## src/design/osf_pkg.sv

```systemverilog
`timescale 1ns / 1ps
// ---------------------------------------------------------------------------
// osf_pkg
// Shared types and constants for the overlapping substring finder.
// ---------------------------------------------------------------------------
package osf_pkg;

    localparam int MAX_PATTERN_CHARS = 8;
    localparam int LINE_BITS         = 16;
    localparam int COLUMN_BITS       = 16;

    localparam int CHAR_W  = 8;
    localparam int LEN_W   = 4;
    localparam int POS_W   = 3;
    localparam int INDEX_W = 2;
    localparam int PAT_W   = 64;
    localparam int OUT_W   = 16;

    // Configuration register indexes
    localparam logic [INDEX_W-1:0] REG_PATTERN_BYTES  = 2'd0;
    localparam logic [INDEX_W-1:0] REG_PATTERN_LENGTH = 2'd1;

    // Input command codes
    localparam logic CMD_CHAR = 1'b0;
    localparam logic CMD_EOL  = 1'b1;

    typedef struct packed {
        logic              command;
        logic [CHAR_W-1:0] character;
    } in_item_t;

    typedef struct packed {
        logic [OUT_W-1:0] line_number;
        logic [OUT_W-1:0] start_column;
        logic [LEN_W-1:0] match_length;
    } out_item_t;

    typedef struct packed {
        logic shift;
        logic clear;
    } cell_ctrl_t;

endpackage

```

## src/design/osf_cell.sv

```systemverilog
`timescale 1ns / 1ps
// ---------------------------------------------------------------------------
// osf_cell
// One history cell: compare the incoming character with its pattern byte,
// hold it and pass it to the next cell on a shift, and zero it on a clear.
// ---------------------------------------------------------------------------
module osf_cell
    import osf_pkg::*;
(
    input  logic              clk,
    input  logic              rst_n,
    input  cell_ctrl_t        ctrl,
    input  logic [CHAR_W-1:0] char_in,
    input  logic [POS_W-1:0]  position,
    input  logic [PAT_W-1:0]  pattern,
    input  logic [LEN_W-1:0]  length,
    output logic [CHAR_W-1:0] char_out,
    output logic              ok
);

    logic [CHAR_W-1:0] char_reg;
    logic [CHAR_W-1:0] char_next;
    logic              active;
    logic [POS_W-1:0]  want_idx;
    logic [CHAR_W-1:0] want;

    // Cell at distance d checks pattern byte length-1-d
    assign active   = {1'b0, position} < length;
    assign want_idx = length[POS_W-1:0] - 3'd1 - position;
    assign want     = pattern[want_idx*CHAR_W +: CHAR_W];
    assign ok       = !active || (want == char_in);

    always_comb
    begin
        char_next = char_reg;
        if (ctrl.clear)
        begin
            char_next = '0;
        end
        else if (ctrl.shift)
        begin
            char_next = char_in;
        end
    end

    always_ff @(posedge clk or negedge rst_n)
    begin
        if (!rst_n)
        begin
            char_reg <= '0;
        end
        else
        begin
            char_reg <= char_next;
        end
    end

    assign char_out = char_reg;

endmodule

```

## src/design/overlapping_substring_finder_top.sv

```systemverilog
`timescale 1ns / 1ps
// ---------------------------------------------------------------------------
// overlapping_substring_finder_top
// Stream text items through a row of compare cells and report every
// overlapping match of the configured pattern with line, column and length.
// ---------------------------------------------------------------------------
//
//  channel | handshake             | payload
//  --------+-----------------------+-------------------------------------
//  in      | in_valid / in_ready   | in_item  (command, character)
//  out     | out_valid / out_ready | out_item (line, start column, length)
//  cfg     | cfg_valid / cfg_ready | cfg_index, cfg_data (always ready)
//
//  One item per cycle while not stalled: the compare over all cells is a
//  single parallel AND, and a result reaches the output register in the
//  cycle after its item. The only stall is a held result: in_ready drops
//  while out_valid waits on out_ready.
//  Reset clears the history cells, both counters, the pattern registers and
//  the output valid; no clearing pass is needed.
//
module overlapping_substring_finder_top
    import osf_pkg::*;
(
    input  logic               clk,
    input  logic               rst_n,
    input  logic               in_valid,
    output logic               in_ready,
    input  in_item_t           in_item,
    output logic               out_valid,
    input  logic               out_ready,
    output out_item_t          out_item,
    input  logic               cfg_valid,
    output logic               cfg_ready,
    input  logic [INDEX_W-1:0] cfg_index,
    input  logic [PAT_W-1:0]   cfg_data
);

    // Configuration registers
    logic [PAT_W-1:0] pattern_reg;
    logic [LEN_W-1:0] length_reg;

    // Position counters
    logic [COLUMN_BITS-1:0] column_reg;
    logic [COLUMN_BITS-1:0] column_next;
    logic [LINE_BITS-1:0]   line_reg;
    logic [LINE_BITS-1:0]   line_next;

    // Output stage
    logic      out_valid_reg;
    logic      out_valid_next;
    out_item_t out_item_reg;
    out_item_t out_item_next;

    logic                           accept;
    cell_ctrl_t                     ctrl;
    logic [CHAR_W-1:0]              chain [MAX_PATTERN_CHARS+1];
    logic [MAX_PATTERN_CHARS-1:0]   cell_ok;
    logic                           len_valid;
    logic [COLUMN_BITS-1:0]         len_minus_one;
    logic                           hit;

    assign cfg_ready = 1'b1;

    always_ff @(posedge clk or negedge rst_n)
    begin
        if (!rst_n)
        begin
            pattern_reg <= '0;
            length_reg  <= '0;
        end
        else if (cfg_valid)
        begin
            case (cfg_index)
                REG_PATTERN_BYTES:  pattern_reg <= cfg_data;
                REG_PATTERN_LENGTH: length_reg  <= cfg_data[LEN_W-1:0];
                default:            ;
            endcase
        end
    end

    // Take a new item unless a result is held
    assign in_ready = !out_valid_reg || out_ready;
    assign accept   = in_valid && in_ready;

    assign ctrl.shift = accept && (in_item.command == CMD_CHAR);
    assign ctrl.clear = accept && (in_item.command == CMD_EOL);

    // Cell 0 sees the incoming character; each later cell sees the one before
    assign chain[0] = in_item.character;

    for (genvar i = 0; i < MAX_PATTERN_CHARS; i++)
    begin : g_cell
        osf_cell u_cell
        (
            .clk      (clk),
            .rst_n    (rst_n),
            .ctrl     (ctrl),
            .char_in  (chain[i]),
            .position (POS_W'(i)),
            .pattern  (pattern_reg),
            .length   (length_reg),
            .char_out (chain[i+1]),
            .ok       (cell_ok[i])
        );
    end

    // Match only for a usable length and once the line holds enough characters
    assign len_valid     = (length_reg != '0) &&
                           (length_reg <= LEN_W'(MAX_PATTERN_CHARS));
    assign len_minus_one = COLUMN_BITS'(length_reg) - COLUMN_BITS'(1);
    assign hit           = len_valid && (column_reg >= len_minus_one) && (&cell_ok);

    // Advance counters, saturating at their maximum
    always_comb
    begin
        column_next = column_reg;
        line_next   = line_reg;
        if (ctrl.clear)
        begin
            column_next = '0;
            if (line_reg != '1)
            begin
                line_next = line_reg + LINE_BITS'(1);
            end
        end
        else if (ctrl.shift)
        begin
            if (column_reg != '1)
            begin
                column_next = column_reg + COLUMN_BITS'(1);
            end
        end
    end

    // Load a result on a hit, drop it once taken, hold it while stalled
    always_comb
    begin
        out_valid_next = out_valid_reg;
        out_item_next  = out_item_reg;
        if (in_ready)
        begin
            out_valid_next = ctrl.shift && hit;
        end
        if (ctrl.shift && hit)
        begin
            out_item_next.line_number  = OUT_W'(line_reg);
            out_item_next.start_column = OUT_W'(column_reg - len_minus_one);
            out_item_next.match_length = length_reg;
        end
    end

    always_ff @(posedge clk or negedge rst_n)
    begin
        if (!rst_n)
        begin
            column_reg    <= '0;
            line_reg      <= '0;
            out_valid_reg <= 1'b0;
        end
        else
        begin
            column_reg    <= column_next;
            line_reg      <= line_next;
            out_valid_reg <= out_valid_next;
        end
    end

    always_ff @(posedge clk)
    begin
        out_item_reg <= out_item_next;
    end

    assign out_valid = out_valid_reg;
    assign out_item  = out_item_reg;

endmodule
```

## config.mk

```make
export PLATFORM = sky130hd
export DESIGN_NAME = overlapping_substring_finder_top
export DESIGN_NICKNAME = d
export VERILOG_FILES = /design/src/design/osf_pkg.sv /design/src/design/osf_cell.sv /design/src/design/overlapping_substring_finder_top.sv
export SDC_FILE = /design/constraint.sdc
export NUM_CORES = 1
export LEC_CHECK = 0
export ABC_AREA = 1
export BUFFER_PORTS_ARGS = -buffer_cell sky130_fd_sc_hd__buf_2
export CAP_MARGIN = 20
export CORE_UTILIZATION = 55
export DETAILED_ROUTE_END_ITERATION = 12
export MAX_ROUTING_LAYER = met4
export PLACE_DENSITY = 0.75
export SYNTH_ARGS = -nofsm -noshare
export SYNTH_HDL_FRONTEND = slang
export SYNTH_SLANG_ARGS = --single-unit
```

## constraint.sdc

```tcl
create_clock -name clk -period 5.6 [get_ports clk]
set_clock_uncertainty 0.1 [all_clocks]
set_input_delay 0.56 -clock clk [delete_from_list [all_inputs] [get_ports clk]]
set_output_delay 0.56 -clock clk [all_outputs]
set_load 0.1 [all_outputs]
```

==> qor.txt, run 1 <==
RSZ-0062 raised after global routing -> false
GRT Util Overall -> 0.3338
Die Area -> 0.02254 mm²
max reg flops -> 64
largest area contributor in the synthesized netlist -> dfrtp_1
Syn Nets -> 1770
Routed Antenna Nets -> 0
Clk pwr share -> 0.253
synthesized area per cell -> 7.244 µm²
Vias -> 11450
Port Buf Inserts -> 117
synthesized area -> 0.01207 mm²
clk sinks -> 193
GRT overflow -> 0
met2 Usage GRT -> 0.5660
asr flop ratio synth -> 0.8135
final setup fails -> 0
status -> completed
sequential-to-total area share from yosys stat -> 0.4151
achievable frequency -> 218.9 MHz
Final Max Slew Viols -> 0
Final TNS setup -> 0 ns
num rows -> 53
PD cells -> 375.5 mW/mm²
Ports -> 119
Net Sw Power -> 2.163 mW
Comb pwr share -> 0.408
DRT Pass-1 Iters -> 6
die width -> 150.1 µm
core footprint -> 0.02129 mm²
MaxCap Viol Count -> 0
Residual DRC -> 0
Place WS -> 1.073 ns
largest net degree at the start of global routing -> 101
n_diodes -> 0
final hold vios -> 0
CTS Buf Count -> 17
crit-path max FO -> 75
first-pass GRT wire length -> 55.47 mm
hold_buf cts -> 0
HPWL Detailed -> 25.47 mm
Seq pwr share -> 0.339
Total Power -> 5.008 mW
fraction of layout cells with a size suffix above 1 -> 0.1285
Min Clock Period, post-route -> 4.568 ns
Commonest cells post-synth -> 654 x nand2_1, 219 x nand3_1, 157 x dfrtp_1, 147 x inv_1, 74 x nor2_1
GR Layer Usage met1 -> 0.3819
Detailed Route WL -> 34.47 mm
Routed WL per cell -> 16.95 µm
GRT busiest layer -> met2
worst IR drop on VDD -> 0.0002039 V
core occupancy in the finished layout -> 0.6265
Die Y -> 150.1 µm
Critical Path AT -> 4.56 ns
via-per-instance ratio -> 5.629
Post-synth EDFFs -> 36
Syn Inst Count -> 1666
GRT met3 Usage -> 0.04121
H-tree Lvls -> 4
Worst setup EP type -> flip-flop
top cells by area, synth -> dfrtp_1 33%, nand2_1 20%, nand3_1 9.1%
critical path class -> reg -> reg
Max-slew headroom -> 0.3173
vias in the first global route -> 10900
period utilisation layout -> 0.8156
internal power -> 2.845 mW
CTS max path bufs -> 2
Synth Register Bits -> 193
Synth Warn # -> 0
TritonCTS clock tree -> done
CP Launch Type -> flip-flop
most common cell in the netlist -> nand2_1
final worst slack -> 1.032 ns
1st-iter DRT viols -> 928
Unique masters post-synth -> 45
CP required -> 5.59 ns
worst skew pair latency -> 0.44 ns
PostCTS Resize Cnt -> 0
setup repair bufs after CTS -> 0
Nets -> 1850
Initial Util -> 0.5670
Final Wtd Congestion -> 1.000
worst slew pin tran -> 1.024 ns
clock-pin slew on the worst setup and hold paths -> 0.08 ns
area share of the largest cell type after synthesis -> 0.3255
Hold Crit Class -> in -> async
ys flop type -> dfrtp_1
Lkg Pwr -> 6.880 nW
Net Sw Frac -> 0.4319
P&R area growth vs syn -> 10.49%
antenna violations before repair -> 0
root buf cell -> clkbuf_16
-- power by group through the flow --
| stage | Clock (mW) | Sequential [mW] | Combinational [mW] |
|---|---|---|---|
| finish | 1.27 | 1.70 | 2.04 |
| global route | 1.33 | 1.71 | 2.30 |
| CTS | 1.28 | 1.69 | 2.01 |
| detailed placement | 0 | 1.72 | 2.00 |
| global placement | 0 | 1.72 | 1.96 |
| floorplan | 0 | 1.67 | 1.52 |
-- per-stage QoR --
stage / cells / hold slack (ns) / cell area [µm²]
after CTS: 2034 / 0.1762 / 13340
after detailed placement: 2002 / 0.3767 / 12720
after global placement: 2002 / 0.3704 / 12720
after floorplan: 1666 / 0.1644 / 12070
after global routing: 2034 / 0.2058 / 13340
final: 2034 / 0.1048 / 13340
-- kinds of logic after synthesis --
kind of cell / count (synthesis) / share of synthesized area
flip-flops: 193 / 0.4151
other: 1 / 0.0003107
buffers and inverters: 220 / 0.07848
AO/OA/AOI/OAI: 172 / 0.08159
adder cells (fa/ha/maj): 24 / 0.02550
AND/OR/NAND/NOR: 991 / 0.3454
multiplexers: 31 / 0.02892
XOR/XNOR: 34 / 0.02467
-- worst max-delay path, cell delays in order, from the launching register on --
cell and delay (ns):
dfrtp_2 0.43, inv_4 0.51, ha_1 0.36, inv_2 0.06, nand2_2 0.10, nand2_2 0.31, ha_1 0.50, nand2_1 0.07
inv_1 0.07, nand2_1 0.05, nand2_1 0.09, a21boi_0 0.15, o21ai_0 0.38, nand3_1 0.12, nand4_1 0.09, nor2_1 0.08
nor3_2 0.19, nand2_1 0.09, inv_1 0.05, buf_4 0.39
-- layout by cell type (no fill, tap or decap), drive strengths merged, types with 31 or more instances in the layout --
cell	count
a21oi	52
buf	126
dfrtp	157
edfxtp	36
inv	159
mux2	31
nand2	671
nand3	221
nor2	77
o21ai	51
o22ai	55
-- layout make-up --
cell class / instances / area, µm²
Inverter: 155 / 585.6
Fill cell: 1943 / 7951
Timing Repair Buffer: 126 / 659.4
Tap cell: 275 / 344.1
Sequential cell: 193 / 5011
Clock buffer: 20 / 479.2
Multi-Input combinational cell: 1253 / 6122
Clock inverter: 12 / 133.9
-- per-layer routing --
layer  routed length, µm  share of wire  vias up
li1                    -              -     5572
met3                1972          0.057      111
met1               13410           0.39     5345
met5                   0              0        -
met2               17020           0.49      422
met4                2059          0.060        0
-- final timing paths --
check	from	to	slack, ns	cells after the start
min in group clk	cfg_data[30]	pattern_reg[30]$_DFFE_PN0P_	0.24	2
setup / recovery	length_reg[0]$_DFFE_PN0P_	out_item[23]$_DFFE_PP_	1.03	19
setup reg to reg	length_reg[0]$_DFFE_PN0P_	out_item[23]$_DFFE_PP_	1.03	19
max in group asynchronous	rst_n	pattern_reg[52]$_DFFE_PN0P_	4.01	2
hold / removal	rst_n	g_cell[4].u_cell.char_out[7]$_DFFE_PN0P_	0.10	1
hold reg to reg	line_reg[14]$_DFFE_PN0P_	line_reg[14]$_DFFE_PN0P_	0.39	1
Power figures use the tool's default switching activity.
==> inputs of run 2 (changes only) <==
--- a/config.mk
+++ b/config.mk
@@ -11,7 +11,7 @@
 export CORE_UTILIZATION = 55
 export DETAILED_ROUTE_END_ITERATION = 12
 export MAX_ROUTING_LAYER = met4
-export PLACE_DENSITY = 0.75
+export PLACE_DENSITY = 0.78
 export SYNTH_ARGS = -nofsm -noshare
 export SYNTH_HDL_FRONTEND = slang
 export SYNTH_SLANG_ARGS = --single-unit
==> constraint.sdc (replaced) <==
create_clock -name clk -period 3.8 [get_ports clk]
set_clock_uncertainty 0.1 [all_clocks]
set_input_delay 0.38 -clock clk [delete_from_list [all_inputs] [get_ports clk]]
set_output_delay 0.38 -clock clk [all_outputs]
set_load 0.1 [all_outputs]
==> run 2 against run 1 <==
Via count rose by 1.5%. Combinational power rose by 53%. Critical path depth fell by 1. Critical path type unchanged. Clock power rose by 48%. Die area did not move. Non-clock buffer count rose by 16. Routed wire length rose by 4.2%. Power rose by 50%.
==> qor.txt, run 2 (synthesis results as in run 1) <==
status -> completed
MaxCap Viol Count -> 0
worst slew pin tran -> 0.7508 ns
Total Power -> 7.492 mW
DRT Pass-1 Iters -> 7
Final Wtd Congestion -> 1.003
Port Buf Inserts -> 117
H-tree Lvls -> 4
max reg flops -> 64
worst path cell trace -> inv_1, ha_1, inv_1, nand2_1, nand2_4, nand2_1, nand3_1, nand2_1, nand2_1, nand2_1, nor2_1, nand2_1, nor2_1, nand2_1, o21bai_1, nand2_1, clkinvlp_4, buf_12
Routed WL per cell -> 17.52 µm
GRT overflow -> 0
Net Sw Frac -> 0.4423
largest net degree at the start of global routing -> 75
final setup fails -> 0
1st-iter DRT viols -> 984
Detailed Route WL -> 35.91 mm
final cell count without fillers -> 2050
worst IR drop on VDD -> 0.0003190 V
critical path class -> reg -> reg
Final TNS setup -> 0 ns
most frequent cells in the layout -> 653 x nand2_1, 219 x nand3_1, 156 x dfrtp_1
worst skew pair latency -> 0.45 ns
multi-input logic area -> 0.006131 mm²
CP required -> 3.85 ns
core footprint -> 0.02129 mm²
Final Max Slew Viols -> 0
CP most frequent cell -> nand2_1
Residual DRC -> 0
clock-pin slew on the worst setup and hold paths -> 0.09 ns
Initial Util -> 0.5670
Die Y -> 150.1 µm
CTS Buf Count -> 17
register area -> 0.005011 mm²
final worst slack -> 0.2679 ns
Worst setup EP type -> flip-flop
Nets -> 1866
Net Sw Power -> 3.314 mW
Seq pwr share -> 0.333
Critical Path AT -> 3.58 ns
Min Clock Period, post-route -> 3.532 ns
PD cells -> 555.2 mW/mm²
most common cell after layout, fill and taps aside -> nand2_1
antenna violations before repair -> 0
fin area -> 0.01349 mm²
crit-path max FO -> 37
internal power -> 4.178 mW
via-per-instance ratio -> 5.667
dpl cell area -> 0.01286 mm²
Routed met2 length -> 17.60 mm
GRT Util Overall -> 0.3480
fraction of layout cells with a size suffix above 1 -> 0.1363
worst r2r path cells -> 18
n_diodes -> 0
Routed Antenna Nets -> 0
RSZ-0062 raised after global routing -> false
CP max stage delay -> 0.38 ns
Comb pwr share -> 0.416
Lkg Pwr -> 6.952 nW
die width -> 150.1 µm
Place WS -> 0.3691 ns
vias in the first global route -> 11160
CTS max path bufs -> 2
period utilisation layout -> 0.9295
Ports -> 119
Die Area -> 0.02254 mm²
Fill cells -> 1918
cell depth of the worst hold path -> 2
placed cells -> 2017
met3 wire length -> 2.194 mm
achievable frequency -> 283.1 MHz
num rows -> 53
Max-slew headroom -> 0.4994
root buf cell -> clkbuf_16
metal1 wirelength -> 14.49 mm
clk sinks -> 193
first-pass GRT wire length -> 57.65 mm
Clk pwr share -> 0.251
HPWL Detailed -> 26.82 mm
CP Launch Type -> flip-flop
top sig layer -> met4
P&R area growth vs syn -> 11.81%
CP max-delay cell -> dfrtp_1
Vias -> 11620
Hold Crit Class -> in -> reg
TritonCTS clock tree -> done
final hold vios -> 0
-- run 2: cell count changes in the layout (fill, tap and decap cells not counted), sizes merged --
cell / change
buf: +15
clkinv: +4
clkbuf: -3
dlygate4sd3: +1
inv: -1
-- run 2: cell type report --
class / count / share of cell area
inverters: 155 / 0.04367
repair buffers: 142 / 0.05981
clock inverters: 15 / 0.01382
well taps: 275 / 0.02550
multi-input cells: 1253 / 0.4543
flip-flops and latches: 193 / 0.3713
clock buffers: 17 / 0.03153
-- run 2: worst max-delay path: cells and delay by family (launching register included) --
family                   cells  cell delay, ns
buffers and inverters        4            0.63
flip-flops                   1            0.38
AO/OA/AOI/OAI                1            0.19
adder cells (fa/ha/maj)      1            0.31
AND/OR/NAND/NOR             12            1.56
-- run 2: per-layer routing --
metal  GRT usage  vias to the layer above
li1            -                     5603
met1      0.4137                     5429
met2      0.5831                      480
met3     0.04758                      105
met4      0.1672                        0
met5           -                        -
-- run 2: path summary, 6_finish.rpt --
| check | to | slack (ns) | startpoint |
|---|---|---|---|
| max | out_item[25]$_DFFE_PP_ | 0.27 | length_reg[1]$_DFFE_PN0P_ |
| min reg2reg | line_reg[15]$_DFFE_PN0P_ | 0.40 | line_reg[15]$_DFFE_PN0P_ |
| min | pattern_reg[26]$_DFFE_PN0P_ | 0.05 | cfg_data[26] |
| max reg2reg | out_item[25]$_DFFE_PP_ | 0.27 | length_reg[1]$_DFFE_PN0P_ |
| max in group asynchronous | pattern_reg[0]$_DFFE_PN0P_ | 2.25 | rst_n |
| min in group asynchronous | g_cell[5].u_cell.char_out[0]$_DFFE_PN0P_ | 0.32 | rst_n |
-- run 2: stage by stage --
step                      hold slack, ns    util
after global routing             0.04733  0.6339
after CTS                        0.04426  0.6335
after floorplan                 -0.01559       -
after global placement            0.2436  0.6043
after detailed placement          0.2432  0.6043
final                            0.05102  0.6339
-- run 2: timing repair --
item / 4_1_cts / 5_1_grt
endpoints found under the setup margin: 0 / 22
hold buffers: 1 / 0
resized for setup: 0 / 1
setup buffers: 0 / 0
endpoints found under the hold margin: 42 / 0
-- run 2: power groups by stage --
| stage | Combinational, mW | Sequential [mW] | Clock [mW] |
|---|---|---|---|
| floorplan | 2.24 | 2.46 | 0 |
| global placement | 2.99 | 2.53 | 0 |
| detailed placement | 3.04 | 2.53 | 0 |
| CTS | 3.06 | 2.49 | 1.89 |
| global route | 3.49 | 2.51 | 1.97 |
| finish | 3.12 | 2.49 | 1.88 |
==> inputs of run 3 (changes only) <==
--- a/config.mk
+++ b/config.mk
@@ -9,9 +9,11 @@
 export BUFFER_PORTS_ARGS = -buffer_cell sky130_fd_sc_hd__buf_2
 export CAP_MARGIN = 20
 export CORE_UTILIZATION = 55
+export CTS_CLUSTER_DIAMETER = 100
 export DETAILED_ROUTE_END_ITERATION = 12
 export MAX_ROUTING_LAYER = met4
 export PLACE_DENSITY = 0.78
+export SETUP_SLACK_MARGIN = 0.4
 export SYNTH_ARGS = -nofsm -noshare
 export SYNTH_HDL_FRONTEND = slang
 export SYNTH_SLANG_ARGS = --single-unit
==> run 3 against run 2 <==
Cell area is 6.0% higher. Register-to-register slack better by 0.18 ns. Sequential share of layout area decreased by 2.1 points. First-iteration DRC count up 46%. Global-route usage fell by 1.2 points. Cell count is 1.2% higher. Hold slack got worse by 0.0014 ns. Sequential power is essentially flat. Critical endpoint is now out_item[9]$_DFFE_PP_. Largest cell class unchanged.
==> qor.txt, run 3 (synthesis results as in run 1) <==
Max-slew headroom -> 0.3318
final worst slack -> 0.4440 ns
period utilisation layout -> 0.8832
max reg flops -> 64
FF-to-FF End -> out_item[9]$_DFFE_PP_
most common cell after layout, fill and taps aside -> nand2_1
final cell count without fillers -> 2074
Die Area -> 0.02254 mm²
MaxCap Viol Count -> 0
RSZ-0062 raised after global routing -> false
die width -> 150.1 µm
first-pass GRT wire length -> 55.94 mm
root buf cell -> clkbuf_16
num rows -> 53
CTS max path bufs -> 2
placed cells -> 2013
CTS Buf Count -> 17
Final TNS setup -> 0 ns
DRT Pass-1 Iters -> 6
H-tree Lvls -> 4
fin area -> 0.01430 mm²
Bufs and invs on worst path -> 6
Nets -> 1890
worst IR drop on VDD -> 0.0003041 V
Routed Antenna Nets -> 0
achievable frequency -> 298.0 MHz
worst r2r path cells -> 17
crit-path max FO -> 9
Die Y -> 150.1 µm
Ports -> 119
Critical Path AT -> 3.43 ns
clk sinks -> 193
cell depth of the worst hold path -> 2
Vias -> 12150
dpl cell area -> 0.01288 mm²
final hold vios -> 0
Fill cells -> 1735
TritonCTS clock tree -> done
CP required -> 3.87 ns
fraction of layout cells with a size suffix above 1 -> 0.1651
core footprint -> 0.02129 mm²
CP max-delay cell -> dfrtp_2
Detailed Route WL -> 38.95 mm
Worst setup EP type -> flip-flop
Port Buf Inserts -> 117
Final Wtd Congestion -> 0.9889
worst skew pair latency -> 0.46 ns
WHS -> 0.04958 ns
vias in the first global route -> 10650
CP Launch Type -> flip-flop
worst slew pin tran -> 1.002 ns
largest net degree at the start of global routing -> 99
hold path endpoint -> pattern_reg[55]$_DFFE_PN0P_
Residual DRC -> 0
GRT Util Overall -> 0.3356
Routed WL per cell -> 18.78 µm
Place WS -> 0.2841 ns
antenna violations before repair -> 0
Hold Crit Class -> in -> reg
r2r startpoint -> length_reg[0]$_DFFE_PN0P_
Worst setup startpoint -> length_reg[0]$_DFFE_PN0P_
Min-Delay Startpoint -> cfg_data[55]
P&R area growth vs syn -> 18.52%
critical path class -> reg -> reg
1st-iter DRT viols -> 1436
Top Family by Delay on Critical Path -> simple AND/OR/NAND/NOR gates
GRT overflow -> 0
worst path cell trace -> clkinv_4, buf_12, ha_4, inv_2, nand2_4, nand2_8, buf_12, nand3_1, nand2_1, xor2_2, nand3_1, nor2_1, nand2_1, nor3_2, nand2_2, clkinvlp_4, clkbuf_16
Reg2Reg Setup Slack -> 0.44 ns
Final Max Slew Viols -> 0
PD cells -> 564.3 mW/mm²
CP max stage delay -> 0.46 ns
Min Clock Period, post-route -> 3.356 ns
Lkg Pwr -> 7.247 nW
clock-pin slew on the worst setup and hold paths -> 0.09 ns
via-per-instance ratio -> 5.860
HPWL Detailed -> 25.96 mm
most frequent cells in the layout -> 639 x nand2_1, 215 x nand3_1, 156 x dfrtp_1
n_diodes -> 0
Initial Util -> 0.5670
status -> completed
final setup fails -> 0
run 3: worst max path at each step:
stage | endpoint | slack (ns) | depth (start not counted)
after floorplan | out_item[0]$_DFFE_PP_ | 0.33 | 22
after global placement | out_item[26]$_DFFE_PP_ | 0.37 | 15
after detailed placement | out_item[34]$_DFFE_PP_ | 0.28 | 15
after CTS | out_item[34]$_DFFE_PP_ | 0.42 | 18
after global routing | out_item[14]$_DFFE_PP_ | 0.31 | 17
final | out_item[9]$_DFFE_PP_ | 0.44 | 17
run 3: cell type report:
| cell class | instances | area (µm²) | share of cell area |
|---|---|---|---|
| Multi-Input combinational cell | 1264 | 6576 | 0.4598 |
| Sequential cell | 193 | 5011 | 0.3503 |
| Timing Repair Buffer | 155 | 1160 | 0.08109 |
| Inverter | 155 | 598.1 | 0.04181 |
| Clock buffer | 17 | 425.4 | 0.02974 |
| Tap cell | 275 | 344.1 | 0.02406 |
| Clock inverter | 15 | 188.9 | 0.01321 |
run 3: through the flow:
stage                     power (mW)  utilization
after floorplan                4.725            -
after global placement         5.461       0.6052
after detailed placement       5.512       0.6052
after CTS                      7.385       0.6365
after global routing           8.486       0.6720
final                          8.071       0.6720
run 3: power by group:
group / total [mW] / leakage [nW] / switching, mW / internal [mW]
Sequential: 2.49 / 2.31 / 0.179 / 2.31
Combinational: 3.72 / 4.64 / 2.51 / 1.21
Clock: 1.86 / 0.295 / 0.962 / 0.900
Total: 8.07 / 7.25 / 3.65 / 4.42
run 3: worst register-to-register path, cell delays in order, from the launching register on:
cell        delay (ns)
dfrtp_2           0.46
clkinv_4          0.10
buf_12            0.16
ha_4              0.18
inv_2             0.08
nand2_4           0.09
nand2_8           0.16
buf_12            0.16
nand3_1           0.08
nand2_1           0.10
xor2_2            0.31
nand3_1           0.13
nor2_1            0.19
nand2_1           0.10
nor3_2            0.17
nand2_2           0.10
clkinvlp_4        0.19
clkbuf_16         0.20
run 3: what timing repair did:
action | 4_1_cts | 5_1_grt
gates cloned | 0 | 21
gates resized for setup | 7 | 80
endpoints found under the hold margin | 68 | 0
endpoints found under the setup margin | 37 | 37
hold buffers | 1 | 0
pin swaps | 0 | 14
setup buffers | 0 | 7
run 3: per-layer routing:
metal | routed length, µm | vias to the layer above | GRT usage
li1 | - | 5673 | -
met5 | 0 | - | -
met3 | 4125 | 137 | 0.06121
met2 | 16930 | 750 | 0.4894
met1 | 16070 | 5594 | 0.4700
met4 | 1829 | 0 | 0.1136
